--- config.mk ---
export PLATFORM = sky130hd
export DESIGN_NAME = adsr_waveform_oscillator_unit_flat
export DESIGN_NICKNAME = d
export VERILOG_FILES = /design/src/hw/rtl/adsr_pkg.sv /design/src/hw/rtl/adsr_in_if.sv /design/src/hw/rtl/adsr_out_if.sv /design/src/hw/rtl/adsr_div.sv /design/src/hw/rtl/adsr_waveform_oscillator_unit.sv /design/src/flat_wrapper.sv
export SDC_FILE = /design/constraint.sdc
export NUM_CORES = 2
export LEC_CHECK = 0
export BUFFER_PORTS_ARGS = -buffer_cell sky130_fd_sc_hd__buf_2
export CORE_MARGIN = 8
export CORE_UTILIZATION = 66
export CTS_CLUSTER_SIZE = 25
export DETAILED_ROUTE_END_ITERATION = 10
export HOLD_SLACK_MARGIN = 0.12
export PLACE_DENSITY_LB_ADDON = 0.12
export RECOVER_POWER = 25
export SYNTH_ARGS = -nofsm -noshare
export SYNTH_HDL_FRONTEND = slang
export SYNTH_SLANG_ARGS = --single-unit
export TNS_END_PERCENT = 100
--- constraint.sdc ---
create_clock -name clk -period 9.65 [get_ports clk]
set_clock_uncertainty 0.1 [all_clocks]
set_input_delay 0.965 -clock clk [delete_from_list [all_inputs] [get_ports clk]]
set_output_delay 0.965 -clock clk [all_outputs]
set_load 0.1 [all_outputs]
--- src/hw/rtl/adsr_pkg.sv ---
// shared types, codes and constants of the synthesizer voice
package adsr_pkg;

	localparam int RATE_HZ_DEF    = 44100;
	localparam int PHASE_BITS_DEF = 24;

	localparam int STEP_W     = 24;
	localparam int LEN_W      = 19;
	localparam int CFG_IDX_W  = 3;
	localparam int CFG_DATA_W = 19;
	localparam int SAMPLE_W   = 17;
	localparam int GAIN_W     = 17;

	// shared multiplier operand width
	localparam int MUL_W = 34;

	// envelope divider
	localparam int DIV_NUM_W = 36;
	localparam int DIV_Q_W   = 17;
	localparam int DIV_CNT_W = $clog2(DIV_Q_W + 1);

	localparam logic [1:0] CMD_TICK  = 2'd0;
	localparam logic [1:0] CMD_START = 2'd1;
	localparam logic [1:0] CMD_PLAY  = 2'd2;
	localparam logic [1:0] CMD_STOP  = 2'd3;

	localparam logic [2:0] REG_WAVE    = 3'd0;
	localparam logic [2:0] REG_VOLUME  = 3'd1;
	localparam logic [2:0] REG_DUTY    = 3'd2;
	localparam logic [2:0] REG_ATTACK  = 3'd3;
	localparam logic [2:0] REG_DECAY   = 3'd4;
	localparam logic [2:0] REG_SUSTAIN = 3'd5;
	localparam logic [2:0] REG_RELEASE = 3'd6;

	localparam logic [2:0] WAVE_SINE  = 3'd0;
	localparam logic [2:0] WAVE_TRI   = 3'd1;
	localparam logic [2:0] WAVE_SQUARE = 3'd2;
	localparam logic [2:0] WAVE_SAW   = 3'd3;
	localparam logic [2:0] WAVE_NOISE = 3'd4;

	localparam logic [2:0] STG_OFF     = 3'd0;
	localparam logic [2:0] STG_ATTACK  = 3'd1;
	localparam logic [2:0] STG_DECAY   = 3'd2;
	localparam logic [2:0] STG_SUSTAIN = 3'd3;
	localparam logic [2:0] STG_RELEASE = 3'd4;

	localparam logic [31:0] LFSR_MASK = 32'h8020_0003;
	localparam logic [31:0] LFSR_SEED = 32'h0000_0001;

	localparam logic [GAIN_W-1:0] GAIN_ONE = 17'h10000;

	// polynomial constants of the sine, Q31 scaled
	localparam logic [MUL_W-1:0] SIN_C3 = 34'd41 << 28;
	localparam logic [32:0]      SIN_C1 = 33'd201 << 25;

	typedef enum logic [3:0] {
		ST_IDLE,
		ST_ENV_MUL,
		ST_DIV_GO,
		ST_SQ_MUL,
		ST_T_CALC,
		ST_T_MUL,
		ST_S_CALC,
		ST_S_MUL,
		ST_R_CAP,
		ST_DIV_WAIT,
		ST_AMP_MUL,
		ST_MAG_LD,
		ST_OUT_MUL,
		ST_FINISH
	} state_t;

endpackage

--- src/hw/rtl/adsr_in_if.sv ---
// request channel of the voice: command, phase step and note length
interface adsr_in_if;
	import adsr_pkg::*;

	logic              valid;
	logic              ready;
	logic [1:0]        command;
	logic [STEP_W-1:0] phase_step;
	logic [LEN_W-1:0]  note_length;

	modport source(output valid, output command, output phase_step, output note_length,
		input ready);
	modport sink(input valid, input command, input phase_step, input note_length,
		output ready);
endinterface

--- src/hw/rtl/adsr_out_if.sv ---
// sample channel of the voice
interface adsr_out_if;
	import adsr_pkg::*;

	logic                       valid;
	logic                       ready;
	logic signed [SAMPLE_W-1:0] sample_value;
	logic                       is_playing;
	logic [2:0]                 stage_now;

	modport source(output valid, output sample_value, output is_playing, output stage_now,
		input ready);
	modport sink(input valid, input sample_value, input is_playing, input stage_now,
		output ready);
endinterface

--- src/hw/rtl/adsr_div.sv ---
// restoring divider for the envelope gain, one quotient bit per cycle
module adsr_div (
	input  logic                          clk,
	input  logic                          arst_n,
	input  logic                          start,
	input  logic [adsr_pkg::DIV_NUM_W-1:0] num,
	input  logic [adsr_pkg::LEN_W-1:0]     den,
	output logic                          busy,
	output logic [adsr_pkg::DIV_Q_W-1:0]   quo
);
	import adsr_pkg::*;

	logic [LEN_W-1:0]     rem_q;
	logic [DIV_Q_W-1:0]   qn_q;
	logic [LEN_W-1:0]     den_q;
	logic [DIV_CNT_W-1:0] cnt_q;
	logic                 busy_q;
	logic [LEN_W:0]       rem2;
	logic [LEN_W:0]       diff;
	logic                 ge;

	assign rem2 = {rem_q, qn_q[DIV_Q_W-1]};
	assign diff = rem2 - {1'b0, den_q};
	assign ge   = rem2 >= {1'b0, den_q};

	always_ff @(posedge clk or negedge arst_n) begin
		if (!arst_n) begin
			busy_q <= 1'b0;
			cnt_q  <= '0;
		end else if (start) begin
			busy_q <= 1'b1;
			cnt_q  <= DIV_CNT_W'(DIV_Q_W);
		end else if (busy_q) begin
			cnt_q <= cnt_q - 1'b1;
			if (cnt_q == DIV_CNT_W'(1)) begin
				busy_q <= 1'b0;
			end
		end
	end

	// quotient is known to fit, so the top of the numerator is already below den
	always_ff @(posedge clk) begin
		if (start) begin
			rem_q <= num[DIV_NUM_W-1:DIV_Q_W];
			qn_q  <= num[DIV_Q_W-1:0];
			den_q <= den;
		end else if (busy_q) begin
			rem_q <= ge ? diff[LEN_W-1:0] : rem2[LEN_W-1:0];
			qn_q  <= {qn_q[DIV_Q_W-2:0], ge};
		end
	end

	assign busy = busy_q;
	assign quo  = qn_q;
endmodule

--- src/hw/rtl/adsr_waveform_oscillator_unit.sv ---
// synthesizer voice: phase accumulator, adsr envelope and waveform sample
//
//  channel  | dir | payload                                   | handshake
//  in_ch    | in  | command, phase_step, note_length          | valid/ready
//  out_ch   | out | sample_value, is_playing, stage_now       | valid/ready
//  cfg      | in  | cfg_index, cfg_data                       | cfg_we
//
// start note, play and stop give no sample.
// a tick runs the gain divider alongside the sine polynomial on the one shared
// 34x34 multiplier, then two more products.
// reset clears all control state; no clearing pass is needed.
// a finished sample waits in the output register; a new request is taken
// meanwhile, and the next tick holds in its last step until the slot is free.
module adsr_waveform_oscillator_unit #(
	parameter int RATE_HZ    = adsr_pkg::RATE_HZ_DEF,
	parameter int PHASE_BITS = adsr_pkg::PHASE_BITS_DEF
) (
	input  logic                            clk,
	input  logic                            arst_n,
	input  logic                            cfg_we,
	input  logic [adsr_pkg::CFG_IDX_W-1:0]  cfg_index,
	input  logic [adsr_pkg::CFG_DATA_W-1:0] cfg_data,
	adsr_in_if.sink                         in_ch,
	adsr_out_if.source                      out_ch
);
	import adsr_pkg::*;

	localparam int SW = (PHASE_BITS > STEP_W) ? PHASE_BITS : STEP_W;
	localparam logic [SW:0] ONE_W = 1;
	localparam logic [SW:0] TURN  = ONE_W << PHASE_BITS;
	localparam longint unsigned STEP_FULL =
		((64'd1000 << PHASE_BITS) + RATE_HZ / 2) / RATE_HZ;
	localparam logic [SW-1:0] STEP_RST = STEP_FULL[SW-1:0];

	// configuration
	logic [2:0]       wave_q;
	logic [7:0]       vol_q;
	logic [9:0]       duty_q;
	logic [LEN_W-1:0] att_q, dec_q, rel_q;
	logic [8:0]       sus_q;

	// voice state
	logic [PHASE_BITS-1:0] phase_q;
	logic [SW-1:0]         step_q;
	logic [2:0]            stage_q;
	logic [LEN_W-1:0]      count_q;
	logic [LEN_W-1:0]      hold_q;
	logic                  play_q;
	logic [31:0]           lfsr_q;

	// shared multiplier and work registers
	logic [MUL_W-1:0]   a_q, b_q;
	logic [2*MUL_W-1:0] p_q;
	logic [30:0]        m_q;
	logic               sneg_q;
	logic [31:0]        r_q;
	logic               wneg_q;

	logic                       out_valid_q;
	logic signed [SAMPLE_W-1:0] sample_q;
	logic                       oplay_q;
	logic [2:0]                 ostage_q;

	state_t state_q, state_nx;

	logic in_fire, div_start, div_busy, fin_take;
	logic [DIV_Q_W-1:0] quo;

	// ---------------- combinational datapath ----------------
	logic [LEN_W-1:0]      len_c, cc_c;
	logic                  stage_act;
	logic [GAIN_W-1:0]     fac_c, gain_c;
	logic [SW:0]           psum;
	logic [PHASE_BITS-1:0] phase_nx;
	logic [31:0]           ph32;
	logic [32:0]           ksum;
	logic [1:0]            k_c;
	logic signed [33:0]    y_c, ya_c;
	logic [30:0]           m_c;
	logic [29:0]           y2_c;
	logic [MUL_W-1:0]      nine_c, t_c;
	logic [32:0]           s_c;
	logic [31:0]           lfsr_sh, lfsr_nx;
	logic signed [33:0]    w_c, wa_c;
	logic [31:0]           mag_c;
	logic                  neg_c;
	logic [SAMPLE_W-1:0]   qv_c;

	always_comb begin
		unique case (stage_q)
			STG_ATTACK:  len_c = att_q;
			STG_DECAY:   len_c = dec_q;
			STG_SUSTAIN: len_c = hold_q;
			STG_RELEASE: len_c = rel_q;
			default:     len_c = '0;
		endcase
	end

	assign stage_act = (stage_q >= STG_ATTACK) && (stage_q <= STG_RELEASE);
	assign cc_c      = (count_q > len_c) ? len_c : count_q;

	always_comb begin
		unique case (stage_q)
			STG_ATTACK:  fac_c = GAIN_ONE;
			STG_DECAY:   fac_c = {9'd256 - sus_q, 8'd0};
			STG_RELEASE: fac_c = {sus_q, 8'd0};
			default:     fac_c = '0;
		endcase
	end

	always_comb begin
		if (!stage_act) begin
			gain_c = GAIN_ONE;
		end else if (stage_q == STG_SUSTAIN) begin
			gain_c = {sus_q, 8'd0};
		end else if (len_c == '0) begin
			gain_c = GAIN_ONE;
		end else if (stage_q == STG_ATTACK) begin
			gain_c = quo;
		end else if (stage_q == STG_DECAY) begin
			gain_c = GAIN_ONE - quo;
		end else begin
			gain_c = {sus_q, 8'd0} - quo;
		end
	end

	// phase goes to zero on reaching a full turn
	assign psum     = {1'b0, step_q} + (SW + 1)'(phase_q);
	assign phase_nx = (psum >= TURN) ? '0 : psum[PHASE_BITS-1:0];
	assign ph32     = 32'(phase_q) << (32 - PHASE_BITS);

	// sine argument folded to [-1/2, 1/2)
	assign ksum = {1'b0, ph32} + 33'h0_4000_0000;
	assign k_c  = ksum[32:31];
	assign y_c  = $signed({2'b00, ph32}) - $signed({1'b0, k_c, 31'd0});
	assign ya_c = y_c[33] ? -y_c : y_c;
	assign m_c  = ya_c[30:0];

	assign y2_c   = p_q[60:31];
	assign nine_c = {1'b0, y2_c, 3'd0} + MUL_W'(y2_c);
	assign t_c    = SIN_C3 - (nine_c >> 2);
	assign s_c    = SIN_C1 - p_q[63:31];

	assign lfsr_sh = lfsr_q[0] ? ((lfsr_q >> 1) ^ LFSR_MASK) : (lfsr_q >> 1);
	assign lfsr_nx = (lfsr_sh == '0) ? LFSR_SEED : lfsr_sh;

	always_comb begin
		unique case (wave_q)
			WAVE_TRI: begin
				if (!ph32[31]) begin
					w_c = $signed({2'b00, ph32}) - 34'sd1073741824;
				end else begin
					w_c = 34'sd3221225472 - $signed({2'b00, ph32});
				end
			end
			WAVE_SQUARE: w_c = (ph32 > {duty_q, 22'd0}) ? 34'sd1073741824 : -34'sd1073741824;
			WAVE_SAW:    w_c = $signed({2'b00, ph32}) - 34'sd2147483648;
			WAVE_NOISE:  w_c = $signed({2'b00, lfsr_nx}) - 34'sd2147483648;
			default:     w_c = '0;
		endcase
	end

	assign wa_c = w_c[33] ? -w_c : w_c;

	always_comb begin
		if (wave_q == WAVE_SINE) begin
			mag_c = r_q;
			neg_c = sneg_q;
		end else begin
			mag_c = wa_c[31:0];
			neg_c = w_c[33];
		end
	end

	assign qv_c = p_q[55:39];

	// ---------------- sequencer ----------------
	assign in_fire = in_ch.valid && in_ch.ready;

	always_comb begin
		state_nx = state_q;
		unique case (state_q)
			ST_IDLE:     if (in_fire && in_ch.command == CMD_TICK) state_nx = ST_ENV_MUL;
			ST_ENV_MUL:  state_nx = ST_DIV_GO;
			ST_DIV_GO:   state_nx = ST_SQ_MUL;
			ST_SQ_MUL:   state_nx = ST_T_CALC;
			ST_T_CALC:   state_nx = ST_T_MUL;
			ST_T_MUL:    state_nx = ST_S_CALC;
			ST_S_CALC:   state_nx = ST_S_MUL;
			ST_S_MUL:    state_nx = ST_R_CAP;
			ST_R_CAP:    state_nx = ST_DIV_WAIT;
			ST_DIV_WAIT: if (!div_busy) state_nx = ST_AMP_MUL;
			ST_AMP_MUL:  state_nx = ST_MAG_LD;
			ST_MAG_LD:   state_nx = ST_OUT_MUL;
			ST_OUT_MUL:  state_nx = ST_FINISH;
			ST_FINISH:   if (fin_take) state_nx = ST_IDLE;
			default:     state_nx = ST_IDLE;
		endcase
	end

	always_comb begin
		in_ch.ready = (state_q == ST_IDLE);
		div_start   = (state_q == ST_DIV_GO);
		fin_take    = (state_q == ST_FINISH) && (!out_valid_q || out_ch.ready);
	end

	always_ff @(posedge clk or negedge arst_n) begin
		if (!arst_n) begin
			state_q <= ST_IDLE;
		end else begin
			state_q <= state_nx;
		end
	end

	adsr_div u_div (
		.clk    (clk),
		.arst_n (arst_n),
		.start  (div_start),
		.num    (p_q[DIV_NUM_W-1:0]),
		.den    (len_c),
		.busy   (div_busy),
		.quo    (quo)
	);

	// configuration registers
	always_ff @(posedge clk or negedge arst_n) begin
		if (!arst_n) begin
			wave_q <= WAVE_SINE;
			vol_q  <= '0;
			duty_q <= 10'd512;
			att_q  <= '0;
			dec_q  <= '0;
			sus_q  <= '0;
			rel_q  <= '0;
		end else if (cfg_we) begin
			unique case (cfg_index)
				REG_WAVE:    wave_q <= cfg_data[2:0];
				REG_VOLUME:  vol_q  <= cfg_data[7:0];
				REG_DUTY:    duty_q <= (cfg_data[9:0] == '0) ? 10'd1 : cfg_data[9:0];
				REG_ATTACK:  att_q  <= cfg_data;
				REG_DECAY:   dec_q  <= cfg_data;
				REG_SUSTAIN: sus_q  <= (cfg_data[8:0] > 9'd256) ? 9'd256 : cfg_data[8:0];
				REG_RELEASE: rel_q  <= cfg_data;
				default: ;
			endcase
		end
	end

	// voice state
	always_ff @(posedge clk or negedge arst_n) begin
		if (!arst_n) begin
			phase_q <= '0;
			step_q  <= STEP_RST;
			stage_q <= STG_OFF;
			count_q <= '0;
			hold_q  <= '0;
			play_q  <= 1'b0;
			lfsr_q  <= LFSR_SEED;
		end else if (in_fire) begin
			unique case (in_ch.command)
				CMD_TICK: phase_q <= phase_nx;
				CMD_START: begin
					count_q <= '0;
					step_q  <= SW'(in_ch.phase_step);
					stage_q <= STG_ATTACK;
					hold_q  <= in_ch.note_length;
					play_q  <= 1'b1;
				end
				CMD_PLAY: begin
					step_q <= SW'(in_ch.phase_step);
					play_q <= 1'b1;
				end
				default: play_q <= 1'b0;
			endcase
		end else if (fin_take) begin
			if (wave_q == WAVE_NOISE) begin
				lfsr_q <= lfsr_nx;
			end
			if (stage_act) begin
				if (({1'b0, count_q} + 1'b1) >= {1'b0, len_c}) begin
					count_q <= '0;
					if (stage_q == STG_RELEASE) begin
						stage_q <= STG_OFF;
						play_q  <= 1'b0;
					end else begin
						stage_q <= stage_q + 1'b1;
					end
				end else begin
					count_q <= count_q + 1'b1;
				end
			end
		end
	end

	// operand loads and work registers
	always_ff @(posedge clk) begin
		p_q <= a_q * b_q;
		unique case (state_q)
			ST_IDLE: begin
				a_q <= MUL_W'(cc_c);
				b_q <= MUL_W'(fac_c);
			end
			ST_DIV_GO: begin
				a_q    <= MUL_W'(m_c);
				b_q    <= MUL_W'(m_c);
				m_q    <= m_c;
				sneg_q <= y_c[33] ^ k_c[0];
			end
			ST_T_CALC: begin
				a_q <= t_c;
				b_q <= MUL_W'(y2_c);
			end
			ST_S_CALC: begin
				a_q <= MUL_W'(m_q);
				b_q <= MUL_W'(s_c);
			end
			ST_R_CAP: r_q <= p_q[62:31];
			ST_DIV_WAIT: begin
				a_q <= MUL_W'(vol_q);
				b_q <= MUL_W'(gain_c);
			end
			ST_MAG_LD: begin
				a_q    <= MUL_W'(mag_c);
				b_q    <= p_q[MUL_W-1:0];
				wneg_q <= neg_c;
			end
			default: ;
		endcase
	end

	// result register
	always_ff @(posedge clk or negedge arst_n) begin
		if (!arst_n) begin
			out_valid_q <= 1'b0;
		end else if (fin_take) begin
			out_valid_q <= 1'b1;
		end else if (out_ch.ready) begin
			out_valid_q <= 1'b0;
		end
	end

	// stage and flag reflect the state after this tick
	always_ff @(posedge clk) begin
		if (fin_take) begin
			sample_q <= wneg_q ? -$signed(qv_c) : $signed(qv_c);
			if (stage_act && (({1'b0, count_q} + 1'b1) >= {1'b0, len_c})) begin
				ostage_q <= (stage_q == STG_RELEASE) ? STG_OFF : stage_q + 1'b1;
				oplay_q  <= (stage_q == STG_RELEASE) ? 1'b0 : play_q;
			end else begin
				ostage_q <= stage_q;
				oplay_q  <= play_q;
			end
		end
	end

	assign out_ch.valid        = out_valid_q;
	assign out_ch.sample_value = sample_q;
	assign out_ch.is_playing   = oplay_q;
	assign out_ch.stage_now    = ostage_q;

	a_tick_starts: assert property (@(posedge clk) disable iff (!arst_n)
		(in_fire && in_ch.command == CMD_TICK) |=> state_q == ST_ENV_MUL)
		else $error("tick did not start the sequence");

	a_out_from_finish: assert property (@(posedge clk) disable iff (!arst_n)
		$rose(out_valid_q) |-> $past(state_q) == ST_FINISH)
		else $error("sample shown outside the last step");

	a_release_end: assert property (@(posedge clk) disable iff (!arst_n)
		($past(stage_q) == STG_RELEASE && stage_q == STG_OFF) |-> !play_q)
		else $error("release ended with voice still playing");

	a_div_done: assert property (@(posedge clk) disable iff (!arst_n)
		(state_q == ST_AMP_MUL) |-> !div_busy)
		else $error("gain used before the divider finished");
endmodule

--- src/flat_wrapper.sv ---
// flat-port wrapper written by rule: the top's interface ports become plain ports
module adsr_waveform_oscillator_unit_flat import adsr_pkg::*;
#(
	parameter int RATE_HZ    = adsr_pkg::RATE_HZ_DEF,
	parameter int PHASE_BITS = adsr_pkg::PHASE_BITS_DEF
)
  (clk, arst_n, cfg_we, cfg_index, cfg_data, in_ch_valid, in_ch_command, in_ch_phase_step, in_ch_note_length, in_ch_ready, out_ch_valid, out_ch_sample_value, out_ch_is_playing, out_ch_stage_now, out_ch_ready);
  adsr_in_if in_ch_i ();
  adsr_out_if out_ch_i ();
  input  logic clk;
  input  logic arst_n;
  input  logic cfg_we;
  input  logic [adsr_pkg::CFG_IDX_W-1:0] cfg_index;
  input  logic [adsr_pkg::CFG_DATA_W-1:0] cfg_data;
  input wire logic [$bits(in_ch_i.valid)-1:0] in_ch_valid;
  input wire logic [$bits(in_ch_i.command)-1:0] in_ch_command;
  input wire logic [$bits(in_ch_i.phase_step)-1:0] in_ch_phase_step;
  input wire logic [$bits(in_ch_i.note_length)-1:0] in_ch_note_length;
  output wire logic [$bits(in_ch_i.ready)-1:0] in_ch_ready;
  output wire logic [$bits(out_ch_i.valid)-1:0] out_ch_valid;
  output wire logic [$bits(out_ch_i.sample_value)-1:0] out_ch_sample_value;
  output wire logic [$bits(out_ch_i.is_playing)-1:0] out_ch_is_playing;
  output wire logic [$bits(out_ch_i.stage_now)-1:0] out_ch_stage_now;
  input wire logic [$bits(out_ch_i.ready)-1:0] out_ch_ready;
  assign in_ch_i.valid = in_ch_valid;
  assign in_ch_i.command = in_ch_command;
  assign in_ch_i.phase_step = in_ch_phase_step;
  assign in_ch_i.note_length = in_ch_note_length;
  assign in_ch_ready = in_ch_i.ready;
  assign out_ch_valid = out_ch_i.valid;
  assign out_ch_sample_value = out_ch_i.sample_value;
  assign out_ch_is_playing = out_ch_i.is_playing;
  assign out_ch_stage_now = out_ch_i.stage_now;
  assign out_ch_i.ready = out_ch_ready;
  adsr_waveform_oscillator_unit #(.RATE_HZ(RATE_HZ), .PHASE_BITS(PHASE_BITS)) u_core (.clk(clk), .arst_n(arst_n), .cfg_we(cfg_we), .cfg_index(cfg_index), .cfg_data(cfg_data), .in_ch(in_ch_i), .out_ch(out_ch_i));
endmodule
==> metrics.md <==
| Metric | Value |
|---|---|
| Fmax | approximately 110 MHz |
| GRT Resource Usage Total | 0.344 |
| Initial antenna violation count | 6 |
| Hold Crit Start | u_core.att_q[3] |
| Area growth from synthesis to layout | 5.47% |
| TritonCTS Buffers | 52 |
| CP Capture Point | u_core.p_q[63] |
| Commonest cells after routing, fill and taps aside | 1183 x inv_1, 1018 x fa_1, 920 x nand2_1 |
| H-tree levels | 2 |
| Max-cap violations | 3 |
| Total routed wirelength | 182000 um |
| Asr flop ratio synth | 0.454 |
| CTS root buffer | clkbuf_16 |
| Clock-pin slew on the worst setup and hold paths | ~60 ps |
| CTS sink cnt | between 400 and 500 |
| Cell variety after synth | 99 |
| EDFF count, synth | ~200 |
| Post-Syn Instances | 6904 |
| Avg Inst Size Synth | 9.37 um2 |
| CTS tree | yes |
| Largest net degree at the start of global routing | between 90 and 100 |
| DR vias | roughly 50000 |
| Hold Vio Cnt, Final | 0 |
| Setup TNS | 0 ps |
| DRT antenna net count | 0 |
| Crit end category | flop |
| Die span in y | 329 um |
| Period utilization | 0.952 |
| Fill cells | 7661 |
| R2r setup slk | 470 ps |
| Post-CTS Hold Buffers | 0 |
| Nets | 8313 |
| Grt ovf | 0 |
| Reg2reg path depth | 26 |
| Setup Crit Path Kind | flop to flop |
| Die width | ~330 um |
| Drt pass-1 iters | 8 |
| Endpoints failing setup | 0 |
| Commonest non-fill, non-tap cell in the layout | inv_1 |
| Setup crit start | u_core.b_q[8] |
| Drt wl/cell | 22.3 um |
| FP Rows | 115 |
| RSZ-0062 raised after global routing | no |
| Worst slew pin tran | 4770 ps |
| Hold crit path type | flop to flop |
| RR Startpoint | u_core.b_q[8] |
| Syn Nets | 8394 |
| Hpwl dp | 145000 um |
| CP startpoint kind | flop |
| Critical Path AT | 9600 ps |
| Clock Latency Late Sink | 620 ps |
| Seq cells post-synth | 485 |
| Setup bufs post-CTS | 0 |
| Fin crit period | just over 9000 ps |
| Initial Utilization | 0.662 |
| Slew Limit Fails | roughly 190 |
| CP required | around 10000 ps |
| Vias in the first global route | just over 50000 |
| Yosys Warn Count | 0 |
| Share of cells above drive strength 1 | 0.0743 |
| Longest Clk Path Bufs | 3 |
| Failing checks | capacitance limit, slew limit |
| Register area share after synthesis | 0.198 |
| I/O pin cnt | 95 |
| First-pass GRT wire length | 291000 um |
| Placer congestion estimate | 1.01 |
| Status | complete, but fails checks |
| Reg2reg end | u_core.p_q[63] |
| DRC | 0 |
| Mapped Area | 64700 um2 |
| Initial DRC count | 4445 |
| Slew margin rel. | -2.18 |
| Crit Path Max Fanout | 19 |
| Ys flop type | dfrtp_1 |
| Cts repair resizes | 0 |
| Core Box Area | between 90000 and 100000 um2 |
| Drt via density | about 6.0 |
| Die area | between 100000 and 150000 um2 |
| PortBufs | 94 |
## critical path, stage by stage (launching register included)
cell and delay (ps):
edfxtp_1 1060, buf_4 380, nand2_1 110, fa_1 540, inv_1 50, fa_1 470
fa_1 510, inv_1 50, fa_1 490, fa_1 520, inv_1 50, fa_1 460
fa_1 590, inv_1 90, fa_1 540, inv_1 40, ha_1 360, a21oi_1 220
o21ai_0 160, a2111o_1 390, or4_1 600, a31oi_1 330, o21ai_0 190, a21oi_1 310
o31ai_1 140, a21oi_1 190, xnor2_1 140
## flip-flops by register name, summed over array words and instances (netlist names), 23 cells and up
name and cells:
u_core.phase_q 24, u_core.r_q 32, u_core.lfsr_q 32, u_core.m_q 23
u_core.a_q 34, u_core.b_q 34, u_core.step_q 24, u_core.p_q 64
## Yosys cell counts (7+ instances only)
master / n / area [um2]
inv_1: 1184 / 4440
fa_1: 1018 / 20400
nand2_1: 920 / 3450
and2_1: 556 / 3480
ha_1: 400 / 5000
clkbuf_1: 328 / 1230
o21ai_0: 237 / 1190
a21oi_1: 215 / 1080
nor2_1: 213 / 800
dfrtp_1: 209 / 5230
edfxtp_1: 201 / 6040
xnor2_1: 198 / 1730
mux2_2: 144 / 1620
xor2_1: 93 / 815
a21o_1: 77 / 578
dfxtp_1: 64 / 1280
nor3_1: 63 / 315
a22oi_1: 57 / 428
nand3_1: 53 / 265
nand2b_1: 43 / 269
nor2b_1: 40 / 250
nand4_1: 38 / 238
or3_1: 33 / 206
a22o_1: 32 / 280
a31oi_1: 29 / 181
mux2i_1: 27 / 270
o211ai_1: 25 / 188
o31ai_1: 25 / 188
a221oi_1: 24 / 210
a222oi_1: 23 / 230
and3_1: 23 / 144
o21a_1: 23 / 173
o21bai_1: 23 / 173
nor4_1: 22 / 138
buf_1: 20 / 75.1
o221ai_1: 15 / 131
a211oi_1: 12 / 90.1
dfstp_2: 11 / 289
a21boi_0: 10 / 75.1
o21ai_1: 10 / 50.1
nor3b_1: 9 / 67.6
or2_2: 9 / 56.3
buf_2: 8 / 40.0
o2111ai_1: 7 / 61.3
o22ai_1: 7 / 43.8
## cell families (layout without fill, tap and decap cells)
| logic type | after synthesis | in the layout | share of synthesized area |
|---|---|---|---|
| adders and majority gates | 1418 | 1418 | 0.392 |
| DFF | 485 | 485 | 0.198 |
| and+or+nand+nor | 2065 | 2065 | 0.156 |
| muxes | 171 | 171 | 0.0292 |
| AOI/OAI and AO/OA | 930 | 930 | 0.0946 |
| other | 0 | 1 | 0 |
| buffers and inverters | 1544 | 1505 | 0.0900 |
| xor gates and xnor gates | 291 | 291 | 0.0394 |
## area by class of cell
cell class,count,area [um2],area share
Clock inverter,34,412,0.00603
Multi-Input combinational cell,4875,46100,0.676
Timing Repair Buffer,224,1450,0.0213
Sequential cell,485,12800,0.188
Tap cell,1287,1610,0.0236
Antenna cell,1,2.50,0.0000367
Clock buffer,62,1370,0.0201
Inverter,1185,4450,0.0652
## per-stage QoR
step | instances | instance area [um2] | util | worst slack [ps] | hold WS [ps]
2_1_floorplan | 6904 | 64700 | - | 1780 | 360
3_3_place_gp | 8056 | 66500 | 0.681 | 686 | 388
3_5_place_dp | 8056 | 66500 | 0.681 | 652 | 394
4_1_cts | 8152 | 68300 | 0.699 | 583 | 247
5_1_grt | 8152 | 68200 | 0.698 | 41.5 | 417
6_report | 8153 | 68200 | 0.698 | 466 | 406
## worst min-delay path by stage
stage	to	slack (ps)	cells past startpoint
2_1_floorplan	u_core.play_q	360	2
3_3_place_gp	u_core.att_q[3]	390	1
3_5_place_dp	u_core.att_q[12]	390	1
4_1_cts	u_core.step_q[6]	250	1
5_1_grt	u_core.step_q[5]	420	1
6_report	u_core.att_q[3]	410	1
## metal layers
metal | global-route usage | up-vias | wire length (um)
met5 | 0 | - | 14
met1 | 0.477 | 24700 | 74000
met3 | 0.0621 | 374 | 17000
li1 | - | 21700 | -
met2 | 0.545 | 2205 | 83400
met4 | 0.127 | 2 | 7610
Power is left out: the tool's default activity adds up to more than one toggle a clock period on the data nets, which glitch-free logic cannot reach.
